==> src/design/wvhp_pkg.sv <==
// shared types, constants and codes for the wave header chunk parser
// no dependencies; imported by every module of the block
`timescale 1ns / 1ps

package wvhp_pkg;

  // widths of the fields and registers
  localparam int BYTE_W      = 8;
  localparam int WORD_W      = 32;
  localparam int RATE_W      = 16;
  localparam int CHAN_W      = 2;
  localparam int BITS_W      = 5;
  localparam int RELOAD_W    = 8;
  localparam int SPEED_W     = 3;
  localparam int CLOCK_W     = 27;
  localparam int CFG_INDEX_W = 1;
  localparam int OUT_DATA_W  = 64;

  // shared divider: dividend as wide as the clock word, divisor as wide as the sample rate
  localparam int DIVIDEND_W = CLOCK_W;
  localparam int DIVISOR_W  = RATE_W;
  localparam int DIV_CNT_W  = $clog2(DIVIDEND_W);
  localparam int DIVISOR_EXT_W = DIVISOR_W - SPEED_W - 1;

  // configuration register indexes
  localparam logic [CFG_INDEX_W-1:0] CFG_SPEED = 1'b0;
  localparam logic [CFG_INDEX_W-1:0] CFG_CLOCK = 1'b1;

  localparam logic [SPEED_W-1:0] SPEED_RESET = '0;
  localparam logic [CLOCK_W-1:0] CLOCK_RESET = 27'd16000000;

  // chunk identifiers, little-endian four-character codes
  localparam logic [WORD_W-1:0] ID_WAVE = 32'h4556_4157;
  localparam logic [WORD_W-1:0] ID_FMT  = 32'h2074_6D66;
  localparam logic [WORD_W-1:0] ID_DATA = 32'h6174_6164;
  localparam logic [WORD_W-1:0] ID_LIST = 32'h5453_494C;
  localparam logic [WORD_W-1:0] ID_FACT = 32'h7463_6166;

  // fmt chunk limits and field offsets
  localparam logic [WORD_W-1:0] FMT_LEN_MIN = 32'd16;
  localparam logic [WORD_W-1:0] FMT_LEN_MAX = 32'd100;
  localparam logic [WORD_W-1:0] POS_FORMAT  = 32'd0;
  localparam logic [WORD_W-1:0] POS_CHAN    = 32'd2;
  localparam logic [WORD_W-1:0] POS_RATE_LO = 32'd4;
  localparam logic [WORD_W-1:0] POS_RATE_HI = 32'd5;
  localparam logic [WORD_W-1:0] POS_BITS    = 32'd14;

  // header layout
  localparam logic [WORD_W-1:0] POS_HDR_ID   = 32'd8;
  localparam logic [WORD_W-1:0] POS_HDR_LAST = 32'd11;
  localparam logic [WORD_W-1:0] POS_CHDR_LEN = 32'd4;
  localparam logic [WORD_W-1:0] POS_CHDR_END = 32'd7;

  localparam logic [BYTE_W-1:0] FORMAT_PCM = 8'd1;
  localparam logic [BYTE_W-1:0] CHAN_MONO  = 8'd1;
  localparam logic [BYTE_W-1:0] CHAN_STEREO = 8'd2;
  localparam logic [BYTE_W-1:0] BITS_8     = 8'd8;
  localparam logic [BYTE_W-1:0] BITS_16    = 8'd16;
  localparam logic [SPEED_W:0]  SPEED_BASE = 4'd8;

  typedef enum logic [2:0] {
    PH_IDLE,
    PH_HEADER,
    PH_CHDR,
    PH_FMT,
    PH_SKIP,
    PH_DIV_CLK,
    PH_DIV_RATE
  } phase_t;

  // which field a byte is captured into
  typedef enum logic [1:0] {
    SEL_NONE,
    SEL_HDR,
    SEL_CHDR,
    SEL_FMT
  } sel_t;

  typedef struct packed {
    logic clear;
    sel_t sel;
    logic pos_inc;
    logic pos_clear;
    logic enter_chdr;
    logic fmt_enter;
    logic div_start_clk;
    logic div_start_rate;
    logic fmt_done;
    logic emit_ok;
    logic emit_bad;
  } ctrl_cmd_t;

  typedef struct packed {
    logic pos_is_hdr_last;
    logic pos_is_chdr_end;
    logic pos_end;
    logic id_wave;
    logic id_fmt;
    logic id_data;
    logic id_skip;
    logic len_fmt_ok;
    logic len_zero;
    logic fmt_ok;
    logic div_done;
  } dp_status_t;

  typedef struct packed {
    logic                status;
    logic [WORD_W-1:0]   data_length;
    logic [RATE_W-1:0]   sample_rate;
    logic [CHAN_W-1:0]   channel_count;
    logic [BITS_W-1:0]   sample_bits;
    logic                format_seen;
    logic [RELOAD_W-1:0] timer_reload;
  } res_t;

endpackage

==> src/design/wvhp_out_buf.sv <==
// two-word result queue between the parser and the output stream
// depends on wvhp_pkg
`timescale 1ns / 1ps

module wvhp_out_buf (
  input  logic           clk,
  input  logic           rst,
  input  logic           push,
  input  wvhp_pkg::res_t push_res,
  output logic           room,
  output logic           out_valid,
  input  logic           out_ready,
  output wvhp_pkg::res_t out_res
);
  import wvhp_pkg::*;

  logic v0;
  logic v1;
  res_t d0;
  res_t d1;
  logic pop;

  assign pop = v0 && out_ready;

  // valid flags
  always_ff @(posedge clk) begin
    if (rst) begin
      v0 <= 1'b0;
      v1 <= 1'b0;
    end else if (pop) begin
      if (v1) begin
        v1 <= push;
      end else begin
        v0 <= push;
      end
    end else if (push) begin
      if (!v0) begin
        v0 <= 1'b1;
      end else begin
        v1 <= 1'b1;
      end
    end
  end

  // stored words
  always_ff @(posedge clk) begin
    if (pop) begin
      if (v1) begin
        d0 <= d1;
        if (push) begin
          d1 <= push_res;
        end
      end else if (push) begin
        d0 <= push_res;
      end
    end else if (push) begin
      if (!v0) begin
        d0 <= push_res;
      end else begin
        d1 <= push_res;
      end
    end
  end

  assign room      = !v1;
  assign out_valid = v0;
  assign out_res   = d0;

endmodule

==> config.mk <==
export PLATFORM = sky130hd
export DESIGN_NAME = wvhp_out_buf
export DESIGN_NICKNAME = d
export VERILOG_FILES = /design/src/design/wvhp_pkg.sv /design/src/design/wvhp_out_buf.sv
export SDC_FILE = /design/constraint.sdc
export NUM_CORES = 1
export LEC_CHECK = 0
export ABC_AREA = 1
export ABC_CLOCK_PERIOD_IN_PS = 5400
export BUFFER_PORTS_ARGS = -buffer_cell sky130_fd_sc_hd__buf_4
export CORE_MARGIN = 3
export CORE_UTILIZATION = 46
export CTS_CLUSTER_DIAMETER = 120
export DETAILED_ROUTE_END_ITERATION = 8
export PLACE_DENSITY = 0.78
export SYNTH_ARGS = -nofsm -noshare
export SYNTH_HDL_FRONTEND = slang
export SYNTH_SLANG_ARGS = --single-unit
export TNS_END_PERCENT = 5
==> constraint.sdc <==
create_clock -name clk -period 5.4 [get_ports clk]
set_input_delay 0.27 -clock clk [delete_from_list [all_inputs] [get_ports clk]]
set_output_delay 0.27 -clock clk [all_outputs]
set_load 0.03 [all_outputs]
==> qor.csv <==
metric,value,unit
status,"finished, final reports clean",
initial antenna violation count,0,
Rows,36,
Clock transition at path regs,60,ps
pins over their slew limit,0,
area of the core,10000,µm²
grt ovf,0,
post_cts resized,0,
total number of vias,3366,
Crit Path Max Fanout,67,
WP data arrival,2630,ps
mux contribution to synthesized area,0,
chain of cells forming the critical path,"nand3_2, buf_4, a21boi_4, buf_4",
met3 wire length,806,µm
Root Driver,clkbuf_8,
port bufs,135,
Top Layer Used,met4,
Synth Area in XOR/XNOR,0,
wl on met1,3.92,mm
Final Hold Fails,0,
max_cap viols,0,
Hold Slack,107,ps
global-route wire length before repair,15.8,mm
Worst Hold Class,in2reg,
gp weighted congestion,0.755,
Critical path buffers and inverters,2,
"Cell Area, Synth",4850,µm²
share of cells above drive strength 1,0.295,
drt wl/cell,14.7,µm
post-synthesis cell type count,12,
setup repair bufs after CTS,0,
RSZ-0062 raised after global routing,no,
leakage power,3.09,nW
number of global-route vias before repair,3321,
DR iter-0 viols,153,
Clock Latency Late Sink,510,ps
final net count,639,
setup violators final,0,
wire length on met2,5.60,mm
min Tclk post-route,2480,ps
Post-Synth Simple-Gate Area,0.160,
post-DP HPWL,6.02,mm
fin area,7260,µm²
Synth top area share,0.806,
Util after Layout,0.726,
Clock Path Buffers,2,
Worst VDD drop,0.222,mV
Final Cycle Share,0.460,
Initial Utilization,0.485,
fraction of the mapped netlist area in adder cells,0,
CP endpoint kind,flip-flop,
Worst Path Required,5550,ps
DRC Markers,0,
"Cell Area, Placed",5980,µm²
vias per cell,4.70,
worst setup path class,reg2reg,
largest family of logic cells by synthesized area,simple AND/OR/NAND/NOR gates,
"commonest non-fill, non-tap cell in the layout",nand2_1,
"commonest non-fill, non-tap cells in the layout","nand2_1 (203), buf_4 (138), edfxtp_1 (130), dlygate4sd3_1 (66), clkbuf_16 (16)",
total CTS buffers,17,
sequential fraction of the synthesis area,0.814,
chip width,109,µm
ANT nets after route,0,
fmax,403,MHz
CP most frequent cell,buf_4,
setup TNS,0,ps
Area Growth Syn to Fin,49.9,%
total wire length,10.5,mm
CTS tree,done,
Mapped Cells,361,
post-synthesis average cell area,13.4,µm²
Die Ht,109,µm
Setup Skew,6.23,ps
full die area,11800,µm²
gr usage total,0.182,
Ys Warns,0,
# diodes,0,
pin count of the biggest net entering global routing,68,
Crit path max-delay family,buffers and inverters,
Synth area leaders,"edfxtp_1 (81%), nand2_1 (16%), buf_4 (0.93%)",
element type at the critical path start,flip-flop,
Pwr Total,2.65,mW
Max-slew headroom,0.285,
Syn Nets,430,
Slew @ Worst Pin,1070,ps
H-tree depth,4,
"FF+latch count, synth",132,
Top Ports,136,
Initial DRT Pass Iterations,5,
Sink Count,132,
critical path's largest stage delay,620,ps
Crit-path slowest cell,buf_4,
Synth Area in Compound Gates,0.00258,
"area leader, netlist",edfxtp_1,
PwrDens,364,nW/µm²
-- layout make-up --
class	count	area, µm²
clock inverters	14	209
fillers	636	2740
well taps	133	166
repair buffers	204	1700
inverters	8	30.0
clock buffers	18	418
multi-input cells	207	801
flip-flops and latches	132	3940
-- final timing paths --
kind,from,endpoint,slack [ps],cells past startpoint
max,out_valid,out_res[18],2920,4
min,out_ready,v1,110,4
min reg2reg,d1[51],out_res[51],500,2
max reg2reg,out_valid,out_res[18],2920,4
-- synthesized netlist by cell type --
cell type,n
a21boi_0,1
a21oi_1,1
buf_2,6
buf_4,6
clkbuf_1,2
dfxtp_1,2
edfxtp_1,130
inv_1,7
inv_2,1
nand2_1,203
nand3_1,1
nand3_2,1
-- repair_timing --
action                                 CTS  global route
hold buffers                            66             0
endpoints found under the hold margin   66             0
setup endpoints to repair                0             0
-- tightest hold or removal path, stage by stage --
cell and delay, ps:
buf_4 100, nand2_1 50, nand2_1 90, a21oi_1 60
-- where the power goes --
group,total [mW],switching (mW),internal [mW]
clock,1.20,0.405,0.793
combinational,0.253,0.138,0.115
sequential,1.20,0.0146,1.18
-- registers in the layout (all words and copies together) (netlist names) --
signal and flops:
out_valid 1, out_res 65, d1 65, v1 1
-- stage by stage --
step                std cells  setup slack, ps
floorplan                 361              977
global placement          618             2940
detailed placement        618             2880
CTS                       716             2870
global route              716             2720
finish                    716             2920
-- layer usage --
| metal | global-route usage | up-vias |
|---|---|---|
| met1 | 0.204 | 1570 |
| li1 | - | 1632 |
| met5 | 0 | - |
| met2 | 0.318 | 143 |
| met4 | 0.0875 | 0 |
| met3 | 0.0515 | 21 |
-- cells by family after synthesis --
family | Yosys count
and+or+nand+nor | 205
buffers and inverters | 22
DFF | 132
AOI/OAI and AO/OA | 2
No activity file was read; power rests on OpenSTA's default activity.
