**src/design/wvhp_pkg.sv**
```systemverilog
// shared types, constants and codes for the wave header chunk parser
// no dependencies; imported by every module of the block
`timescale 1ns / 1ps

package wvhp_pkg;

  // widths of the fields and registers
  localparam int BYTE_W      = 8;
  localparam int WORD_W      = 32;
  localparam int RATE_W      = 16;
  localparam int CHAN_W      = 2;
  localparam int BITS_W      = 5;
  localparam int RELOAD_W    = 8;
  localparam int SPEED_W     = 3;
  localparam int CLOCK_W     = 27;
  localparam int CFG_INDEX_W = 1;
  localparam int OUT_DATA_W  = 64;

  // shared divider: dividend as wide as the clock word, divisor as wide as the sample rate
  localparam int DIVIDEND_W = CLOCK_W;
  localparam int DIVISOR_W  = RATE_W;
  localparam int DIV_CNT_W  = $clog2(DIVIDEND_W);
  localparam int DIVISOR_EXT_W = DIVISOR_W - SPEED_W - 1;

  // configuration register indexes
  localparam logic [CFG_INDEX_W-1:0] CFG_SPEED = 1'b0;
  localparam logic [CFG_INDEX_W-1:0] CFG_CLOCK = 1'b1;

  localparam logic [SPEED_W-1:0] SPEED_RESET = '0;
  localparam logic [CLOCK_W-1:0] CLOCK_RESET = 27'd16000000;

  // chunk identifiers, little-endian four-character codes
  localparam logic [WORD_W-1:0] ID_WAVE = 32'h4556_4157;
  localparam logic [WORD_W-1:0] ID_FMT  = 32'h2074_6D66;
  localparam logic [WORD_W-1:0] ID_DATA = 32'h6174_6164;
  localparam logic [WORD_W-1:0] ID_LIST = 32'h5453_494C;
  localparam logic [WORD_W-1:0] ID_FACT = 32'h7463_6166;

  // fmt chunk limits and field offsets
  localparam logic [WORD_W-1:0] FMT_LEN_MIN = 32'd16;
  localparam logic [WORD_W-1:0] FMT_LEN_MAX = 32'd100;
  localparam logic [WORD_W-1:0] POS_FORMAT  = 32'd0;
  localparam logic [WORD_W-1:0] POS_CHAN    = 32'd2;
  localparam logic [WORD_W-1:0] POS_RATE_LO = 32'd4;
  localparam logic [WORD_W-1:0] POS_RATE_HI = 32'd5;
  localparam logic [WORD_W-1:0] POS_BITS    = 32'd14;

  // header layout
  localparam logic [WORD_W-1:0] POS_HDR_ID   = 32'd8;
  localparam logic [WORD_W-1:0] POS_HDR_LAST = 32'd11;
  localparam logic [WORD_W-1:0] POS_CHDR_LEN = 32'd4;
  localparam logic [WORD_W-1:0] POS_CHDR_END = 32'd7;

  localparam logic [BYTE_W-1:0] FORMAT_PCM = 8'd1;
  localparam logic [BYTE_W-1:0] CHAN_MONO  = 8'd1;
  localparam logic [BYTE_W-1:0] CHAN_STEREO = 8'd2;
  localparam logic [BYTE_W-1:0] BITS_8     = 8'd8;
  localparam logic [BYTE_W-1:0] BITS_16    = 8'd16;
  localparam logic [SPEED_W:0]  SPEED_BASE = 4'd8;

  typedef enum logic [2:0] {
    PH_IDLE,
    PH_HEADER,
    PH_CHDR,
    PH_FMT,
    PH_SKIP,
    PH_DIV_CLK,
    PH_DIV_RATE
  } phase_t;

  // which field a byte is captured into
  typedef enum logic [1:0] {
    SEL_NONE,
    SEL_HDR,
    SEL_CHDR,
    SEL_FMT
  } sel_t;

  typedef struct packed {
    logic clear;
    sel_t sel;
    logic pos_inc;
    logic pos_clear;
    logic enter_chdr;
    logic fmt_enter;
    logic div_start_clk;
    logic div_start_rate;
    logic fmt_done;
    logic emit_ok;
    logic emit_bad;
  } ctrl_cmd_t;

  typedef struct packed {
    logic pos_is_hdr_last;
    logic pos_is_chdr_end;
    logic pos_end;
    logic id_wave;
    logic id_fmt;
    logic id_data;
    logic id_skip;
    logic len_fmt_ok;
    logic len_zero;
    logic fmt_ok;
    logic div_done;
  } dp_status_t;

  typedef struct packed {
    logic                status;
    logic [WORD_W-1:0]   data_length;
    logic [RATE_W-1:0]   sample_rate;
    logic [CHAN_W-1:0]   channel_count;
    logic [BITS_W-1:0]   sample_bits;
    logic                format_seen;
    logic [RELOAD_W-1:0] timer_reload;
  } res_t;

endpackage

```
**src/design/wvhp_div.sv**
```systemverilog
// restoring divider, one quotient bit per cycle
// depends on wvhp_pkg
`timescale 1ns / 1ps

module wvhp_div (
  input  logic                            clk,
  input  logic                            rst,
  input  logic                            start,
  input  logic [wvhp_pkg::DIVIDEND_W-1:0] dividend,
  input  logic [wvhp_pkg::DIVISOR_W-1:0]  divisor,
  output logic                            done,
  output logic [wvhp_pkg::DIVIDEND_W-1:0] quotient
);
  import wvhp_pkg::*;

  logic                  busy;
  logic [DIV_CNT_W-1:0]  cnt;
  logic [DIVISOR_W-1:0]  rem;
  logic [DIVISOR_W-1:0]  dvs;
  logic [DIVIDEND_W-1:0] quo;
  logic [DIVISOR_W:0]    trial;
  logic [DIVISOR_W:0]    diff;
  logic                  ge;

  // one trial subtraction per cycle
  assign trial = {rem, quo[DIVIDEND_W-1]};
  assign diff  = trial - {1'b0, dvs};
  assign ge    = trial >= {1'b0, dvs};

  // control
  always_ff @(posedge clk) begin
    if (rst) begin
      busy <= 1'b0;
      done <= 1'b0;
    end else begin
      done <= 1'b0;
      if (start) begin
        busy <= 1'b1;
      end else if (busy && cnt == '0) begin
        busy <= 1'b0;
        done <= 1'b1;
      end
    end
  end

  // shift registers
  always_ff @(posedge clk) begin
    if (start) begin
      quo <= dividend;
      rem <= '0;
      dvs <= divisor;
      cnt <= DIV_CNT_W'(DIVIDEND_W - 1);
    end else if (busy) begin
      rem <= ge ? diff[DIVISOR_W-1:0] : trial[DIVISOR_W-1:0];
      quo <= {quo[DIVIDEND_W-2:0], ge};
      cnt <= cnt - 1'b1;
    end
  end

  assign quotient = quo;

endmodule

```
**src/design/wvhp_dp.sv**
```systemverilog
// parse datapath: position counter, identifier and length words, fmt fields,
// configuration registers and the reload divider; depends on wvhp_pkg, wvhp_div
`timescale 1ns / 1ps

module wvhp_dp (
  input  logic                              clk,
  input  logic                              rst,
  input  logic [wvhp_pkg::BYTE_W-1:0]       data_byte,
  input  logic                              cfg_valid,
  input  logic [wvhp_pkg::CFG_INDEX_W-1:0]  cfg_index,
  input  logic [wvhp_pkg::CLOCK_W-1:0]      cfg_data,
  input  wvhp_pkg::ctrl_cmd_t               cmd,
  output wvhp_pkg::dp_status_t              st,
  output logic                              res_push,
  output wvhp_pkg::res_t                    res
);
  import wvhp_pkg::*;

  logic [SPEED_W-1:0]    speed_setting;
  logic [CLOCK_W-1:0]    clock_hz;

  logic [WORD_W-1:0]     byte_position;
  logic [WORD_W-1:0]     chunk_ident;
  logic [WORD_W-1:0]     chunk_length;
  logic                  format_pcm;
  logic                  chan_ok;
  logic [CHAN_W-1:0]     channels_held;
  logic                  bits_ok;
  logic [BITS_W-1:0]     bits_held;
  logic [RATE_W-1:0]     rate_held;
  logic [RELOAD_W-1:0]   reload_held;
  logic                  format_valid;

  logic [WORD_W-1:0]     pos_eff;
  logic [WORD_W-1:0]     ident_eff;
  logic [WORD_W-1:0]     length_eff;
  logic [WORD_W-1:0]     ident_next;
  logic [WORD_W-1:0]     length_next;
  logic [WORD_W-1:0]     pos_plus;
  logic [WORD_W-1:0]     lane_word;

  logic                  div_start;
  logic                  div_done;
  logic [DIVIDEND_W-1:0] div_dividend;
  logic [DIVISOR_W-1:0]  div_divisor;
  logic [DIVIDEND_W-1:0] div_quotient;

  // configuration registers
  always_ff @(posedge clk) begin
    if (rst) begin
      speed_setting <= SPEED_RESET;
      clock_hz      <= CLOCK_RESET;
    end else if (cfg_valid) begin
      case (cfg_index)
        CFG_SPEED: speed_setting <= cfg_data[SPEED_W-1:0];
        CFG_CLOCK: clock_hz      <= cfg_data;
        default: begin
        end
      endcase
    end
  end

  // a new file starts from cleared words
  assign pos_eff    = cmd.clear ? '0 : byte_position;
  assign ident_eff  = cmd.clear ? '0 : chunk_ident;
  assign length_eff = cmd.clear ? '0 : chunk_length;
  assign pos_plus   = pos_eff + 1'b1;
  assign lane_word  = {{(WORD_W-BYTE_W){1'b0}}, data_byte} << {pos_eff[1:0], 3'b000};

  // byte capture into the identifier and length words
  always_comb begin
    ident_next  = ident_eff;
    length_next = length_eff;
    case (cmd.sel)
      SEL_HDR: begin
        if (pos_eff >= POS_HDR_ID) begin
          ident_next = ident_eff | lane_word;
        end
      end
      SEL_CHDR: begin
        if (pos_eff < POS_CHDR_LEN) begin
          ident_next = ident_eff | lane_word;
        end else begin
          length_next = length_eff | lane_word;
        end
      end
      default: begin
      end
    endcase
  end

  // status towards the controller
  always_comb begin
    st.pos_is_hdr_last = pos_eff == POS_HDR_LAST;
    st.pos_is_chdr_end = pos_eff == POS_CHDR_END;
    st.pos_end         = pos_plus == length_eff;
    st.id_wave         = ident_next == ID_WAVE;
    st.id_fmt          = ident_next == ID_FMT;
    st.id_data         = ident_next == ID_DATA;
    st.id_skip         = (ident_next == ID_LIST) || (ident_next == ID_FACT);
    st.len_fmt_ok      = (length_next >= FMT_LEN_MIN) && (length_next <= FMT_LEN_MAX);
    st.len_zero        = length_next == '0;
    st.fmt_ok          = format_pcm && chan_ok && bits_ok && (rate_held != '0);
    st.div_done        = div_done;
  end

  // parse words
  always_ff @(posedge clk) begin
    if (cmd.enter_chdr || cmd.pos_clear) begin
      byte_position <= '0;
    end else if (cmd.pos_inc) begin
      byte_position <= pos_plus;
    end
    if (cmd.enter_chdr) begin
      chunk_ident  <= '0;
      chunk_length <= '0;
    end else if (cmd.clear || cmd.sel != SEL_NONE) begin
      chunk_ident  <= ident_next;
      chunk_length <= length_next;
    end
  end

  // fmt fields
  always_ff @(posedge clk) begin
    if (cmd.clear) begin
      format_pcm    <= 1'b0;
      chan_ok       <= 1'b0;
      channels_held <= '0;
      bits_ok       <= 1'b0;
      bits_held     <= '0;
      rate_held     <= '0;
      reload_held   <= '0;
    end else if (cmd.fmt_enter) begin
      rate_held <= '0;
    end else if (cmd.sel == SEL_FMT) begin
      if (pos_eff == POS_FORMAT) begin
        format_pcm <= data_byte == FORMAT_PCM;
      end
      if (pos_eff == POS_CHAN) begin
        chan_ok       <= (data_byte == CHAN_MONO) || (data_byte == CHAN_STEREO);
        channels_held <= data_byte[CHAN_W-1:0];
      end
      if (pos_eff == POS_RATE_LO) begin
        rate_held[BYTE_W-1:0] <= data_byte;
      end
      if (pos_eff == POS_RATE_HI) begin
        rate_held[RATE_W-1:BYTE_W] <= data_byte;
      end
      if (pos_eff == POS_BITS) begin
        bits_ok   <= (data_byte == BITS_8) || (data_byte == BITS_16);
        bits_held <= data_byte[BITS_W-1:0];
      end
    end else if (cmd.fmt_done) begin
      reload_held <= div_quotient[RELOAD_W-1:0] - 1'b1;
    end
  end

  // format flag
  always_ff @(posedge clk) begin
    if (rst) begin
      format_valid <= 1'b0;
    end else if (cmd.clear || cmd.fmt_enter) begin
      format_valid <= 1'b0;
    end else if (cmd.fmt_done) begin
      format_valid <= 1'b1;
    end
  end

  // reload divider: clock over (8 + speed), then over the sample rate
  assign div_start    = cmd.div_start_clk || cmd.div_start_rate;
  assign div_dividend = cmd.div_start_rate ? div_quotient : clock_hz;
  assign div_divisor  = cmd.div_start_rate ? rate_held
                                           : {{DIVISOR_EXT_W{1'b0}},
                                              SPEED_BASE + {1'b0, speed_setting}};

  wvhp_div u_div (
    .clk      (clk),
    .rst      (rst),
    .start    (div_start),
    .dividend (div_dividend),
    .divisor  (div_divisor),
    .done     (div_done),
    .quotient (div_quotient)
  );

  // result word
  always_comb begin
    res          = '0;
    res.status   = cmd.emit_bad;
    if (cmd.emit_ok) begin
      res.data_length = length_next;
      if (format_valid) begin
        res.sample_rate   = rate_held;
        res.channel_count = channels_held;
        res.sample_bits   = bits_held;
        res.format_seen   = 1'b1;
        res.timer_reload  = reload_held;
      end
    end
  end

  assign res_push = cmd.emit_ok || cmd.emit_bad;

endmodule

```
**config.mk**
```make
export PLATFORM = sky130hd
export DESIGN_NAME = wvhp_dp
export DESIGN_NICKNAME = d
export VERILOG_FILES = /design/src/design/wvhp_pkg.sv /design/src/design/wvhp_div.sv /design/src/design/wvhp_dp.sv
export SDC_FILE = /design/constraint.sdc
export NUM_CORES = 1
export LEC_CHECK = 0
export ABC_AREA = 1
export BUFFER_PORTS_ARGS = -buffer_cell sky130_fd_sc_hd__buf_2
export CAP_MARGIN = 20
export CORE_UTILIZATION = 41
export CTS_CLUSTER_DIAMETER = 80
export DETAILED_ROUTE_END_ITERATION = 8
export HOLD_SLACK_MARGIN = 0.05
export SETUP_SLACK_MARGIN = 0.05
export SLEW_MARGIN = 5
export SYNTH_ARGS = -nofsm -noshare
export SYNTH_HDL_FRONTEND = slang
export SYNTH_HIERARCHICAL = 1
export SYNTH_SLANG_ARGS = --single-unit
```
**constraint.sdc**
```tcl
create_clock -name clk -period 3.18 [get_ports clk]
set_input_delay 0.636 -clock clk [delete_from_list [all_inputs] [get_ports clk]]
set_output_delay 0.636 -clock clk [all_outputs]
set_load 0.02 [all_outputs]
```
==> flow_summary.ini <==
[power_and_ir_drop]
p_comb_share_pct = 24.7
ir_drop_uv = 470
clock_power_share_pct = 39.3
switching_share_pct = 31.0
p_switching_mw = 2.77
power.density_nw_per_um2 = 420
p_leak_nw = 10.3
p_int_mw = 6.15
p_seq_share_pct = 36.0

[timing]
max_freq_ghz = 0.279
fin_crit_sh_pct = 113
layout_setup_ws_ns = -0.404
final_hold_viol_count = 0
setup_violations = 10
slew_headroom_pct = 40.1
period_minus_slack_ns = 3.58
worst_pin_slew_ns = 0.897
fin_setup_tns_ns = -2.80
slew_violations = 0
hold_ws_ns = 0.262
rsz0062_at_grt = yes
skew_ns = 0.0178

[synth]
syn-cell-area_um2 = 15500
syn-num-nets = 2599
ys_async_sr_fraction_pct = 0
ys_seq_area_share_pct = 32.1
ys.flop_type = dfxtp_1
synth.top_cell.area_share_pct = 23.8
synth-edff-count = 43
synth.distinct_cells = 52
yosysTopAreaCell = dfxtp_1
synth_warnings = 6
synthesis.instances = 2521
ys_ff_latch = 227
syn_area_per_cell_um2 = 6.15
synthTopCellsByArea = dfxtp_1 24%, nand2_1 19%, nand3_1 8.5%, edfxtp_1 8.3%, inv_1 7.7%

[worst_hold_path]
hold_path_class = input port to flop

[layout]
syn2layout_area_growth_pct = 36.9
fillCellCount = 3556
stdcell_count = 3443
nets = 2996
drive_gt1_share_pct = 28.0
insertedDiodeCount = 0
final_area_um2 = 21200

[global_route]
grt_pass1_vias = 16901
grt_max_degree = 65
grt_use_total_pct = 28.3
antenna_found_initial = 1
grt_pass1_wl_um = 87600
grt-ovfl-total = 0

[placed_design]
dp.cells = 3344
placed_area_um2 = 18700
globalplace.congestion = 0.961
place_ws_ns = -0.628
port_buffers = 127
post-dp-hpwl_um = 40000

[floorplanning]
initial_utilization_pct = 42.0
die_h_um = 196
coreArea_um2 = 36900
ios = 128
rows = 70
die_area_um2 = 38600
die_w_um = 196

[clock_tree]
cts_tree = built
cts_made_buffers = 29
insertion_delay_ns = 0.58
cts.path.max_buffers = 3
clk_pin_slew_ns = 0.06
htreeDepth = 1
cts_root_buf = clkbuf_16
cts_sinks = 227

[drt]
wire_per_inst_um = 16.2
viasPerCell = 5.19
vias = 17864
routed_wirelength_um = 55700
route.detailed.drc = 0
drt_first_pass_iters = 6
drt-initial-drc-count = 1332
ant_nets = 0

[run]
maxCapViolations = 0

[worst_setup_path]
crit_fanout = 4
arrival_ns = 2.95
crit_required_ns = 2.54
critPathKind = flop to output pin
cp-end-kind = output pin
start_kind = flop
reg2reg_slack_ns = 1.03

[status]
violations = negative setup slack
status = finished with violations
==> worst max-delay path: stages (launching register included) <==
cell and delay, ns:
dfxtp_4 0.37, nand2_4 0.06, clkinv_4 0.06, ha_4 0.18, inv_4 0.05, nor2_4 0.09, nand2_4 0.07, nor2_4 0.23
nand2_2 0.11, nand2_2 0.07, nand2_1 0.05, nand2_1 0.08, nand2_1 0.05, nor2_1 0.08, nand2_1 0.07, nor2_2 0.12
nand3_2 0.08, nor2_2 0.12, nand4_1 0.15, nor2_4 0.14, buf_6 0.12
==> cells in the mapped netlist (2+ instances only) <==
cell type  number
buf_1           9
nand3_2         2
buf_4           6
xnor2_1         9
a31oi_1         3
o21ai_1         5
clkinv_1        8
xor2_1         10
nand2_1       764
a41oi_1         3
and2_1          2
dfxtp_1       184
clkbuf_1       70
nor2_8          5
nor3_1         18
nor2_4          2
o22ai_1         2
a21boi_0        3
a211oi_1       35
nand2_2        34
buf_6          14
o21ai_0       163
nor4_1          6
nand2_8         2
inv_1         316
inv_2          18
ha_1           26
nor2_2          5
a21oi_1       107
o211ai_1        3
o21bai_1        2
nand4_1        22
nor2_1        294
edfxtp_1       43
buf_2          19
or2_2           3
nand3_1       263
nand2_4         4
nand3b_1       24
==> cells in the final DEF, fill, tap and decap left out, drive strengths merged, types with 9 or more instances in the layout <==
cell type and instances:
ha 26, inv 337, nor2 306, clkinv 13, xnor2 9, clkbuf 46, dfxtp 184, xor2 10
nand3b 25, buf 478, nand4 22, a211oi 35, edfxtp 43, a21oi 109, nand2 805, nor3 18
nand3 266, o21ai 168
==> state kept, by name (all words and copies together) (netlist names), 2 cells and up <==
signal and cells:
bits_held 5, chunk_length 32, speed_setting 3, channels_held 2
rate_held 16, u_div/rem 16, u_div/cnt 5, u_div/dvs 16
u_div/quotient 27, byte_position 32, clock_hz 27, reload_held 8
chunk_ident 32
==> per-layer routing <==
layer	GRT usage, %	wire [µm]	vias up
li1	-	-	8819
met1	37.4	24200	8250
met2	46.9	25300	674
met3	4.18	4100	119
met4	9.69	2020	2
met5	0	12	-
==> worst paths after layout <==
path                startpoint  depth (start not counted)                end
max           byte_position[1]                         20              st[8]
min               cfg_data[22]                          3       clock_hz[22]
max reg2reg  byte_position[11]                         11  byte_position[31]
min reg2reg    chunk_length[9]                          2    chunk_length[9]
==> timing repair <==
action | 4_1_cts | 5_1_grt
resized for setup | 157 | 170
cloned | 4 | 5
buffers inserted | 21 | 19
hold buffers | 0 | 0
endpoints found under the hold margin | 0 | 0
setup endpoints to repair | 39 | 38
pin swaps | 38 | 71
==> area by class of cell <==
type,count,area [µm²],area share [%]
Clock buffer,42,845,3.98
Clock inverter,10,168,0.790
Inverter,343,1320,6.22
Multi-Input combinational cell,1833,9480,44.7
Sequential cell,227,5000,23.6
Tap cell,504,631,2.97
Timing Repair Buffer,482,3740,17.6
Timing Repair inverter,2,17.5,0.0826
==> power by group through the flow <==
stage	Combinational (mW)	Clock [mW]	Sequential (mW)
finish	2.20	3.50	3.20
global route	2.43	3.69	3.22
CTS	2.01	3.57	3.20
detailed placement	1.88	0	3.26
global placement	1.84	0	3.26
floorplan	1.30	0	3.24
==> kinds of logic after synthesis <==
group / share of synthesized area [%]
adder cells (fa/ha/maj): 2.23
AO/OA/AOI/OAI: 11.8
XOR/XNOR: 1.07
flip-flops: 32.1
AND/OR/NAND/NOR: 40.5
buffers and inverters: 12.3
==> per-stage QoR <==
step                utilization, %  power, mW
floorplan                        -       4.54
global placement              50.7       5.10
detailed placement            50.7       5.14
CTS                           55.4       8.78
global route                  57.5       9.34
finish                        57.5       8.91
(Power assumes the default switching activity.)
