`src/design/wvhp_pkg.sv`:
```
// shared types, constants and codes for the wave header chunk parser
// no dependencies; imported by every module of the block
`timescale 1ns / 1ps

package wvhp_pkg;

  // widths of the fields and registers
  localparam int BYTE_W      = 8;
  localparam int WORD_W      = 32;
  localparam int RATE_W      = 16;
  localparam int CHAN_W      = 2;
  localparam int BITS_W      = 5;
  localparam int RELOAD_W    = 8;
  localparam int SPEED_W     = 3;
  localparam int CLOCK_W     = 27;
  localparam int CFG_INDEX_W = 1;
  localparam int OUT_DATA_W  = 64;

  // shared divider: dividend as wide as the clock word, divisor as wide as the sample rate
  localparam int DIVIDEND_W = CLOCK_W;
  localparam int DIVISOR_W  = RATE_W;
  localparam int DIV_CNT_W  = $clog2(DIVIDEND_W);
  localparam int DIVISOR_EXT_W = DIVISOR_W - SPEED_W - 1;

  // configuration register indexes
  localparam logic [CFG_INDEX_W-1:0] CFG_SPEED = 1'b0;
  localparam logic [CFG_INDEX_W-1:0] CFG_CLOCK = 1'b1;

  localparam logic [SPEED_W-1:0] SPEED_RESET = '0;
  localparam logic [CLOCK_W-1:0] CLOCK_RESET = 27'd16000000;

  // chunk identifiers, little-endian four-character codes
  localparam logic [WORD_W-1:0] ID_WAVE = 32'h4556_4157;
  localparam logic [WORD_W-1:0] ID_FMT  = 32'h2074_6D66;
  localparam logic [WORD_W-1:0] ID_DATA = 32'h6174_6164;
  localparam logic [WORD_W-1:0] ID_LIST = 32'h5453_494C;
  localparam logic [WORD_W-1:0] ID_FACT = 32'h7463_6166;

  // fmt chunk limits and field offsets
  localparam logic [WORD_W-1:0] FMT_LEN_MIN = 32'd16;
  localparam logic [WORD_W-1:0] FMT_LEN_MAX = 32'd100;
  localparam logic [WORD_W-1:0] POS_FORMAT  = 32'd0;
  localparam logic [WORD_W-1:0] POS_CHAN    = 32'd2;
  localparam logic [WORD_W-1:0] POS_RATE_LO = 32'd4;
  localparam logic [WORD_W-1:0] POS_RATE_HI = 32'd5;
  localparam logic [WORD_W-1:0] POS_BITS    = 32'd14;

  // header layout
  localparam logic [WORD_W-1:0] POS_HDR_ID   = 32'd8;
  localparam logic [WORD_W-1:0] POS_HDR_LAST = 32'd11;
  localparam logic [WORD_W-1:0] POS_CHDR_LEN = 32'd4;
  localparam logic [WORD_W-1:0] POS_CHDR_END = 32'd7;

  localparam logic [BYTE_W-1:0] FORMAT_PCM = 8'd1;
  localparam logic [BYTE_W-1:0] CHAN_MONO  = 8'd1;
  localparam logic [BYTE_W-1:0] CHAN_STEREO = 8'd2;
  localparam logic [BYTE_W-1:0] BITS_8     = 8'd8;
  localparam logic [BYTE_W-1:0] BITS_16    = 8'd16;
  localparam logic [SPEED_W:0]  SPEED_BASE = 4'd8;

  typedef enum logic [2:0] {
    PH_IDLE,
    PH_HEADER,
    PH_CHDR,
    PH_FMT,
    PH_SKIP,
    PH_DIV_CLK,
    PH_DIV_RATE
  } phase_t;

  // which field a byte is captured into
  typedef enum logic [1:0] {
    SEL_NONE,
    SEL_HDR,
    SEL_CHDR,
    SEL_FMT
  } sel_t;

  typedef struct packed {
    logic clear;
    sel_t sel;
    logic pos_inc;
    logic pos_clear;
    logic enter_chdr;
    logic fmt_enter;
    logic div_start_clk;
    logic div_start_rate;
    logic fmt_done;
    logic emit_ok;
    logic emit_bad;
  } ctrl_cmd_t;

  typedef struct packed {
    logic pos_is_hdr_last;
    logic pos_is_chdr_end;
    logic pos_end;
    logic id_wave;
    logic id_fmt;
    logic id_data;
    logic id_skip;
    logic len_fmt_ok;
    logic len_zero;
    logic fmt_ok;
    logic div_done;
  } dp_status_t;

  typedef struct packed {
    logic                status;
    logic [WORD_W-1:0]   data_length;
    logic [RATE_W-1:0]   sample_rate;
    logic [CHAN_W-1:0]   channel_count;
    logic [BITS_W-1:0]   sample_bits;
    logic                format_seen;
    logic [RELOAD_W-1:0] timer_reload;
  } res_t;

endpackage

```
`src/design/wvhp_ctrl.sv`:
```
// parse controller: phase state machine issuing datapath commands
// depends on wvhp_pkg
`timescale 1ns / 1ps

module wvhp_ctrl (
  input  logic                 clk,
  input  logic                 rst,
  input  logic                 s_tvalid,
  output logic                 s_tready,
  input  logic                 s_tuser,
  input  logic                 s_tlast,
  input  logic                 room,
  input  wvhp_pkg::dp_status_t st,
  output wvhp_pkg::ctrl_cmd_t  cmd
);
  import wvhp_pkg::*;

  phase_t state;
  phase_t state_next;
  phase_t eff_phase;
  logic   take;
  logic   emitted;

  // state register
  always_ff @(posedge clk) begin
    if (rst) begin
      state <= PH_IDLE;
    end else begin
      state <= state_next;
    end
  end

  // next state and commands
  always_comb begin
    cmd        = '0;
    cmd.sel    = SEL_NONE;
    state_next = state;
    emitted    = 1'b0;
    s_tready   = room && (state != PH_DIV_CLK) && (state != PH_DIV_RATE);
    take       = s_tvalid && s_tready;
    eff_phase  = s_tuser ? PH_HEADER : state;

    if (take) begin
      cmd.clear = s_tuser;
      case (eff_phase)
        PH_HEADER: begin
          cmd.sel     = SEL_HDR;
          cmd.pos_inc = 1'b1;
          if (st.pos_is_hdr_last) begin
            if (!st.id_wave) begin
              cmd.emit_bad = 1'b1;
            end else begin
              cmd.enter_chdr = 1'b1;
              state_next     = PH_CHDR;
            end
          end else begin
            state_next = PH_HEADER;
          end
        end
        PH_CHDR: begin
          cmd.sel     = SEL_CHDR;
          cmd.pos_inc = 1'b1;
          if (st.pos_is_chdr_end) begin
            cmd.pos_clear = 1'b1;
            if (st.id_fmt) begin
              if (!st.len_fmt_ok) begin
                cmd.emit_bad = 1'b1;
              end else begin
                cmd.fmt_enter = 1'b1;
                state_next    = PH_FMT;
              end
            end else if (st.id_data) begin
              cmd.emit_ok = 1'b1;
            end else if (st.id_skip) begin
              if (st.len_zero) begin
                cmd.enter_chdr = 1'b1;
              end else begin
                state_next = PH_SKIP;
              end
            end else begin
              cmd.emit_bad = 1'b1;
            end
          end
        end
        PH_FMT: begin
          cmd.sel     = SEL_FMT;
          cmd.pos_inc = 1'b1;
          if (st.pos_end) begin
            if (!st.fmt_ok) begin
              cmd.emit_bad = 1'b1;
            end else if (!s_tlast) begin
              cmd.div_start_clk = 1'b1;
              state_next        = PH_DIV_CLK;
            end
          end
        end
        PH_SKIP: begin
          cmd.pos_inc = 1'b1;
          if (st.pos_end) begin
            cmd.enter_chdr = 1'b1;
            state_next     = PH_CHDR;
          end
        end
        default: begin
        end
      endcase

      emitted = cmd.emit_ok || cmd.emit_bad;
      // end of stream in the middle of a parse
      if (eff_phase != PH_IDLE && !emitted && s_tlast) begin
        cmd.emit_bad = 1'b1;
        emitted      = 1'b1;
      end
      if (emitted) begin
        state_next = PH_IDLE;
      end
    end else begin
      case (state)
        PH_DIV_CLK: begin
          if (st.div_done) begin
            cmd.div_start_rate = 1'b1;
            state_next         = PH_DIV_RATE;
          end
        end
        PH_DIV_RATE: begin
          if (st.div_done) begin
            cmd.fmt_done   = 1'b1;
            cmd.enter_chdr = 1'b1;
            state_next     = PH_CHDR;
          end
        end
        default: begin
        end
      endcase
    end
  end

endmodule

```
`config.mk`:
```
export PLATFORM = sky130hd
export DESIGN_NAME = wvhp_ctrl
export DESIGN_NICKNAME = d
export VERILOG_FILES = /design/src/design/wvhp_pkg.sv /design/src/design/wvhp_ctrl.sv
export SDC_FILE = /design/constraint.sdc
export NUM_CORES = 1
export LEC_CHECK = 0
export BUFFER_PORTS_ARGS = -buffer_cell sky130_fd_sc_hd__buf_2
export CAP_MARGIN = 30
export CORE_UTILIZATION = 28
export CTS_BUF_LIST = sky130_fd_sc_hd__clkbuf_4
export DETAILED_ROUTE_END_ITERATION = 10
export MAX_ROUTING_LAYER = met4
export PLACE_DENSITY = 0.64
export SETUP_SLACK_MARGIN = 0.4
export SLEW_MARGIN = 20
export SYNTH_ARGS = -nofsm -noshare
export SYNTH_HDL_FRONTEND = slang
export SYNTH_SLANG_ARGS = --single-unit
```
`constraint.sdc`:
```
create_clock -name clk -period 1.9 [get_ports clk]
set_input_delay 0.19 -clock clk [delete_from_list [all_inputs] [get_ports clk]]
set_output_delay 0.19 -clock clk [all_outputs]
set_load 0.005 [all_outputs]
```
==> results.txt, run 1 <==
After detailed routing, the number of remaining DRC violations is 0. The library cell used most frequently in the layout, excluding fill and tap cells, is buf_2. The row count was 16.

In the layout the commonest cells are 28 x buf_2, 20 x buf_4, 8 x nor2_1, 7 x buf_6, 5 x nand2b_1. The tools report the cell area after synthesis as 597 µm². For the final routed database, the setup TNS stands at -0.0965 ns. The final setup slack of the worst path was -0.0669 ns.

The tools report the Yosys warning count as 0. The endpoint identified for the worst register-to-register timing path is state[2]. The synthesis-to-layout area growth was 92.2%; the effective utilization at floorplan was 0.301. The most used routing layer was met2. At the placement stage, the worst setup path has a slack of -0.0337 ns. At the end of routability-driven placement, the weighted congestion stood at 0.948.

The number of flip-flops and latches in the synthesized netlist was 3; the global routing met2 resource utilization was 0.373. After global routing the overflow that remains totals 0. Between clock sinks in the finished design, the worst skew comes to 0.0105 ns. When the netlist entered floorplanning its net count stood at 106. Dividing the detail-routed via count by the number of cells gives 5.43.

Counting every instance in the synthesized netlist gives 89. Setup violations remaining at the end of the flow were counted as 3. The share of final-layout standard cells stronger than drive strength 1 was 0.620; the core outline area was 1980 µm².

The ratio of total power to cell area is 390 nW/µm², and the number of non-filler instances in the completed layout is 169. With fillers left out, the area of the finished cells amounts to 1150 µm². Maximum clock rate: 508 MHz. For the worst flop-to-flop path, the logic depth is 5.

After clock tree synthesis, the clock-pin slew on the worst setup and hold paths is 0.04 ns. In this run the remaining antenna-violating nets after routing total 0. The clock insertion delay at the later pin of the skew report was 0.24 ns. The antenna diode count came out at 0. For the final hold slack, the log shows 0.181 ns. The count of distinct cell types in the synthesized netlist came out at 38. The logs give 1 for the H-tree level count and 2460 µm for the wire length reported by the detailed router. Max-cap violations in this run came to 0. The tools report the length of the first detailed-routing pass in iterations as 4. The tools report the number of hold buffers added after cts as 0. The routed design could run at a clock period as short as 1.97 ns. Entering global routing, the biggest net connects 16 pins. Setup repair after global routing could not meet its margin everywhere. Detailed-route wire length per cell: 14.6 µm. For the share of the core filled with cells, the log shows 0.579. TritonCTS built the clock tree.

The type of element launching the critical path was a flop. VDD sags by at most 0.000296 V. The placed cell count was 156. The placed instance area was 871 µm²; the critical path data required time was 2.03 ns.

The I/O pin count was 30. The run gives 0.224 as the global-route usage over all layers. Max-slew headroom at the worst pin: 0.814. The setup path with the least slack is of type flop to flop. The number of buffers added by the clock tree synthesis step came out at 3. Summed over all nets, the half-perimeter wirelength after detailed placement is 1590 µm.

The synthesized area divided by synthesized cell count is 6.71 µm². The number of global-route vias before repair came out at 801. Following the worst setup path forward leads to its endpoint at state[2]. The register with the most flip-flops in the layout has 3 of them. The global-route met1 utilization is 0.271. Input and output buffers added on the ports amount to 29. Summed over all cells, the static leakage comes to 0.530 nW. In this run the critical register-to-register path is launched from state[2]. The run finished, with violations left. The met3 track demand over resource in global routing was 0.0259.

The total count of hold-check failures in the final report was 0; the sequential element share of the synthesized area was 0.101. The maximum root-to-sink buffer count came out at 2. After filler insertion, the fill cell instance count of the layout stands at 187.

In this run the worst path has a maximum fanout of 4. The arrival time at the worst endpoint was 2.09 ns. Measured along the y axis, the die boundary spans 48.2 µm. Clock tree synthesis selected as its root buffer the cell clkbuf_4. The portion of the clock cycle consumed by the worst path in the final layout is 1.04. Total power for the finished layout comes to 0.447 mW. At the end of the flow, the number of nets in the layout was 160.

Final count of pins violating max slew: 0. For the die outline area, the log shows 2320 µm². In this run the register-to-register setup slack is -0.07 ns. For the pin with the worst max-slew slack, the measured transition is 0.276 ns.

The final reports fail on negative setup slack. The path class of the tightest hold or removal check is input pin to flop. The horizontal die dimension came out at 48.2 µm. The critical path starts at state[2]. The largest registers in the layout are state: 3 flops. The initial antenna violation count was 0; the number of DRC violations after detailed-routing iteration 0 was 18. Endpoint class of the critical path: a flop. The first global-routing pass estimated 3460 µm of wire. The clock sink count was 3; the detailed-route via count was 918. The register ranked first by flip-flop count is state.
==> kinds of logic after synthesis <==
| family | Yosys count | synth area share |
|---|---|---|
| compound gates | 28 | 0.331 |
| xor+xnor | 1 | 0.0147 |
| buf+inv | 10 | 0.0797 |
| flops | 3 | 0.101 |
| mux | 2 | 0.0419 |
| simple gates | 45 | 0.432 |
==> report_power, final <==
group	internal, mW	switching, mW	leakage (nW)
clock	0.0934	0.0396	0.0184
sequential	0.0672	0.00537	0.0261
combinational	0.124	0.117	0.485
total	0.285	0.162	0.530
==> area by class of cell <==
cell class                      count  area (µm²)  share of cell area
Timing Repair Buffer               55         369               0.322
Inverter                            4        15.0              0.0131
Tap cell                           27        33.8              0.0294
Multi-Input combinational cell     76         633               0.552
Sequential cell                     3        66.3              0.0578
Clock buffer                        4        30.0              0.0262
==> timing repair <==
action,4_1_cts,5_1_grt
pin swaps,17,4
gates resized for setup,30,11
endpoints found under the setup margin,14,15
buffers inserted,7,2
==> worst min-delay path by stage <==
stage / start / end / slack (ns) / depth (start not counted)
6_report: rst / state[1] / 0.18 / 2
2_1_floorplan: rst / state[1] / 0.26 / 1
3_5_place_dp: rst / state[1] / 0.42 / 2
5_1_grt: rst / state[1] / 0.19 / 2
3_3_place_gp: rst / state[1] / 0.43 / 2
4_1_cts: rst / state[1] / 0.18 / 2
==> worst max-delay path, stage by stage, from the launching register on <==
cell and delay (ns):
dfxtp_2 0.34, or3b_4 0.38, or3_4 0.38, and4_4 0.22, a31o_4 0.23, mux2_4 0.30
==> routing by layer <==
metal	vias to the layer above	wire, µm
met3	6	147
met4	0	39
met1	426	982
met2	40	1290
met5	-	0
li1	446	-
==> cells in the mapped netlist <==
master / n / area (µm²)
xor2_1: 1 / 8.76
or3b_4: 1 / 11.3
or4b_2: 1 / 10.0
or3_1: 2 / 12.5
nand4b_1: 1 / 8.76
a31oi_1: 4 / 25.0
o31ai_1: 1 / 7.51
inv_1: 4 / 15.0
and4_4: 1 / 11.3
a31o_4: 1 / 17.5
nor2_1: 11 / 41.3
a22oi_1: 1 / 7.51
nor3b_1: 3 / 22.5
a211oi_1: 1 / 7.51
mux2i_1: 1 / 10.0
nor2b_1: 1 / 6.26
dfxtp_1: 3 / 60.1
o21ai_0: 5 / 25.0
nor4b_1: 2 / 17.5
and2_1: 2 / 12.5
nor3_1: 3 / 15.0
mux2_4: 1 / 15.0
a32oi_1: 2 / 17.5
o32ai_1: 1 / 8.76
nand2b_1: 5 / 31.3
o221ai_1: 1 / 8.76
buf_2: 2 / 10.0
o41ai_2: 1 / 16.3
a21oi_1: 7 / 35.0
nand2_1: 6 / 22.5
buf_6: 1 / 11.3
o21bai_1: 1 / 7.51
a21o_1: 1 / 7.51
and3_1: 1 / 6.26
o22ai_1: 1 / 6.26
clkbuf_1: 3 / 11.3
and4_1: 1 / 8.76
nand3_1: 4 / 20.0
Note: power is estimated with default switching activity, not from simulation.
==> run 2: changes to the inputs <==
==> constraint.sdc (replaced) <==
create_clock -name clk -period 1.9 [get_ports clk]
set_input_delay 0.19 -clock clk [delete_from_list [all_inputs] [get_ports clk]]
set_output_delay 0.19 -clock clk [all_outputs]
set_load 0.05 [all_outputs]
==> run 2 against run 1 <==
The run still ends with negative setup slack left. Clock skew decreased by 0.0095 ns. Clock power decreased by 6%. Global-route usage decreased by 1.9 points. Critical path depth increased by 1. Via count increased by 0.11%. Register-to-register slack got worse by 0.03 ns. Final area increased by 15%. Setup slack got worse by 0.030 ns. Largest power group unchanged. Flip-flop and latch count unchanged. Largest cell class unchanged. First-iteration DRC count decreased by 50%. Highest routed layer unchanged. Count of clock-buffer cells in the layout unchanged.
==> results.txt, run 2 (synthesis results as in run 1) <==
The flow ran to the end, but the final reports show violations. The checks that failed: negative setup slack. The area of the multi-input gates was 687 µm² (+8.5%); the count of filler cells inserted in the layout was 153 (-18%). The run gives 0 (unchanged) as the antenna diode count.

The number of max-capacitance violations reported is 0 (unchanged). The residual antenna-violating net count after detailed routing is 0 (unchanged). The maximum clock rate came out at 501 MHz (-1.5%). Clock-pin slew reported for the worst setup and hold paths after clock tree synthesis: 0.04 ns (about the same). The tools report the row count as 16 (unchanged). The worst setup path is captured at a flop.

For the I/O pin count, the log shows 30 (unchanged). The maximum clock skew at final layout was 0.000970 ns (-0.00948 ns). The largest registers in the layout are state: 3 flops. First-pass GRT wire length: 3320 µm (-4.2%). The slew of the pin with the lowest slew margin is 0.310 ns (+0.0342 ns). The run gives 160 (unchanged) as the net count of the finished layout. The final setup violation count was 3 (unchanged); the core outline area was 1980 µm² (unchanged). Portion of the clock cycle consumed by the worst path in the final layout: 1.05 (+0.0160). The logs give 1 (unchanged) for the H-tree level count and 0.894 (-5.6%) for the final weighted congestion of routability-driven global placement.

The tools report the wire length reported by the detailed router as 2330 µm (-5.2%). The effective utilization at floorplan was 0.301 (unchanged). The worst setup path is launched from a flop. Synthesis-to-layout area growth: 120%. The minimum period implied by the final worst setup slack is 2.00 ns (+0.0304 ns).

The library cell used most frequently in the layout, excluding fill and tap cells, is buf_4. The placed cell count was 158 (+1.3%); the max-slew headroom at the worst pin was 0.793 (-0.0208). The detail-routed via count per cell was 5.44 (+0.11%).

The logs give 169 (unchanged) for the number of non-filler instances in the completed layout and 919 (+0.11%) for the detailed-route via count. The critical path data required time was 2.05 ns (+0.02 ns); the number of flip-flops under the largest register name was 3 (unchanged). The final count of pins violating max slew is 0 (unchanged), and the count of input and output buffers is 29 (unchanged).

The horizontal die dimension works out to 48.2 µm (unchanged). For the die outline area, the log shows 2320 µm² (unchanged). Setup repair after global routing could not meet its margin everywhere.

The clock root buffer is clkbuf_4. TritonCTS built the clock tree. The clock sink count was 3 (unchanged). The final setup slack of the worst path was -0.0973 ns (-0.0304 ns); the total count of hold-check failures in the final report was 0 (unchanged). For the maximum number of pins on one net before global-route repair, the log shows 16 (unchanged). The height of the die came out at 48.2 µm (unchanged). The ratio of total power to cell area came out at 361 nW/µm² (-7.4%). The largest driver fanout on the critical path was 9 (+5); the number of buffers added by the clock tree synthesis step was 3 (unchanged). The static leakage power was 0.555 nW (+4.8%). Peak supply drop: 0.000359 V (+21%). The number of global-route vias before repair came out at 860 (+7.4%).

The tools report the area used by sequential logic in the layout as 71.3 µm² (+7.5%). The top cell types in the final layout, fill and taps aside, are 18 x buf_4, 16 x buf_2, 12 x buf_6, 8 x buf_8, 6 x a21oi_1. The clock insertion delay at the later pin of the skew report is 0.23 ns (about the same), and the overall power after layout is 0.475 mW (+6.2%).

The logs give 9 (-9) for the number of DRC violations after detailed-routing iteration 0 and 0.205 (-0.0188) for the global-route usage over all layers. For the post-detailed-route DRC marker count, the log shows 0 (unchanged). The detailed-route wire length per cell came out at 13.8 µm (-5.2%). The min-delay analysis places its worst path in the category input pin to flop. The tools report the initial antenna violation count as 0 (unchanged). The setup path with the least slack is of type flop to flop.

The share of final-layout standard cells stronger than drive strength 1 was 0.655 (+0.0352); the final global-route overflow total was 0 (unchanged). The HPWL reported at the end of detailed placement is 1710 µm (+7.6%). state holds more flip-flops than any other register.

The length of the first detailed-routing pass in iterations is 4 (unchanged). The arrival time at the worst endpoint is 2.15 ns (+0.06 ns). The share of the core filled with cells is 0.664 (+0.0846), and the maximum root-to-sink buffer count is 2 (unchanged).
## run 2: path summary, 6_finish.rpt
path | from | to | slack, ns | depth (start not counted)
max | state[1] | state[0] | -0.1 | 6
max reg2reg | state[1] | state[0] | -0.1 | 6
min | rst | state[1] | 0.19 | 2
min reg2reg | state[0] | state[0] | 0.68 | 3
## run 2: per-layer routing
layer / vias up / track usage / wire length [µm]
met4: 0 / 0.0944 / 63
met5: - / - / 0
met3: 11 / 0.0111 / 113
met1: 422 / 0.246 / 912
met2: 44 / 0.349 / 1250
li1: 442 / - / -
## run 2: critical path: stages (launching register included)
cell and delay [ns]:
dfxtp_4 0.35, buf_6 0.15, xor2_4 0.19, a21oi_1 0.25
nand3_1 0.18, or4b_2 0.65, mux2i_1 0.14
## run 2: area by class of cell
class | count | share of cell area
clock buffer | 4 | 0.0228
inverter | 4 | 0.0114
multi-input combinational | 76 | 0.522
sequential | 3 | 0.0542
tap | 27 | 0.0257
timing repair buffer | 55 | 0.363
## run 2: where the power goes
group / total [mW] / switching [mW] / internal (mW) / leakage, nW
clock network: 0.125 / 0.0319 / 0.0928 / 0.0184
registers: 0.0761 / 0.00937 / 0.0667 / 0.0267
logic: 0.274 / 0.143 / 0.131 / 0.510
total: 0.475 / 0.184 / 0.291 / 0.555
## run 2: stage by stage
stage / hold WS, ns / setup slack, ns / setup TNS (ns) / cell area [µm²]
2_1_floorplan: 0.263 / -0.124 / -0.323 / 691
3_3_place_gp: 0.423 / -0.0435 / -0.0829 / 980
3_5_place_dp: 0.443 / -0.0986 / -0.235 / 980
4_1_cts: 0.183 / -0.0689 / -0.179 / 1190
5_1_grt: 0.191 / -0.133 / -0.347 / 1320
6_report: 0.188 / -0.0973 / -0.234 / 1320
## run 2: repair_timing
action / in CTS / in global routing
setup endpoints to repair: 15 / 16
pin swaps: 2 / 10
hold buffers: 0 / 0
setup buffers: 3 / 4
gates resized for setup: 43 / 24
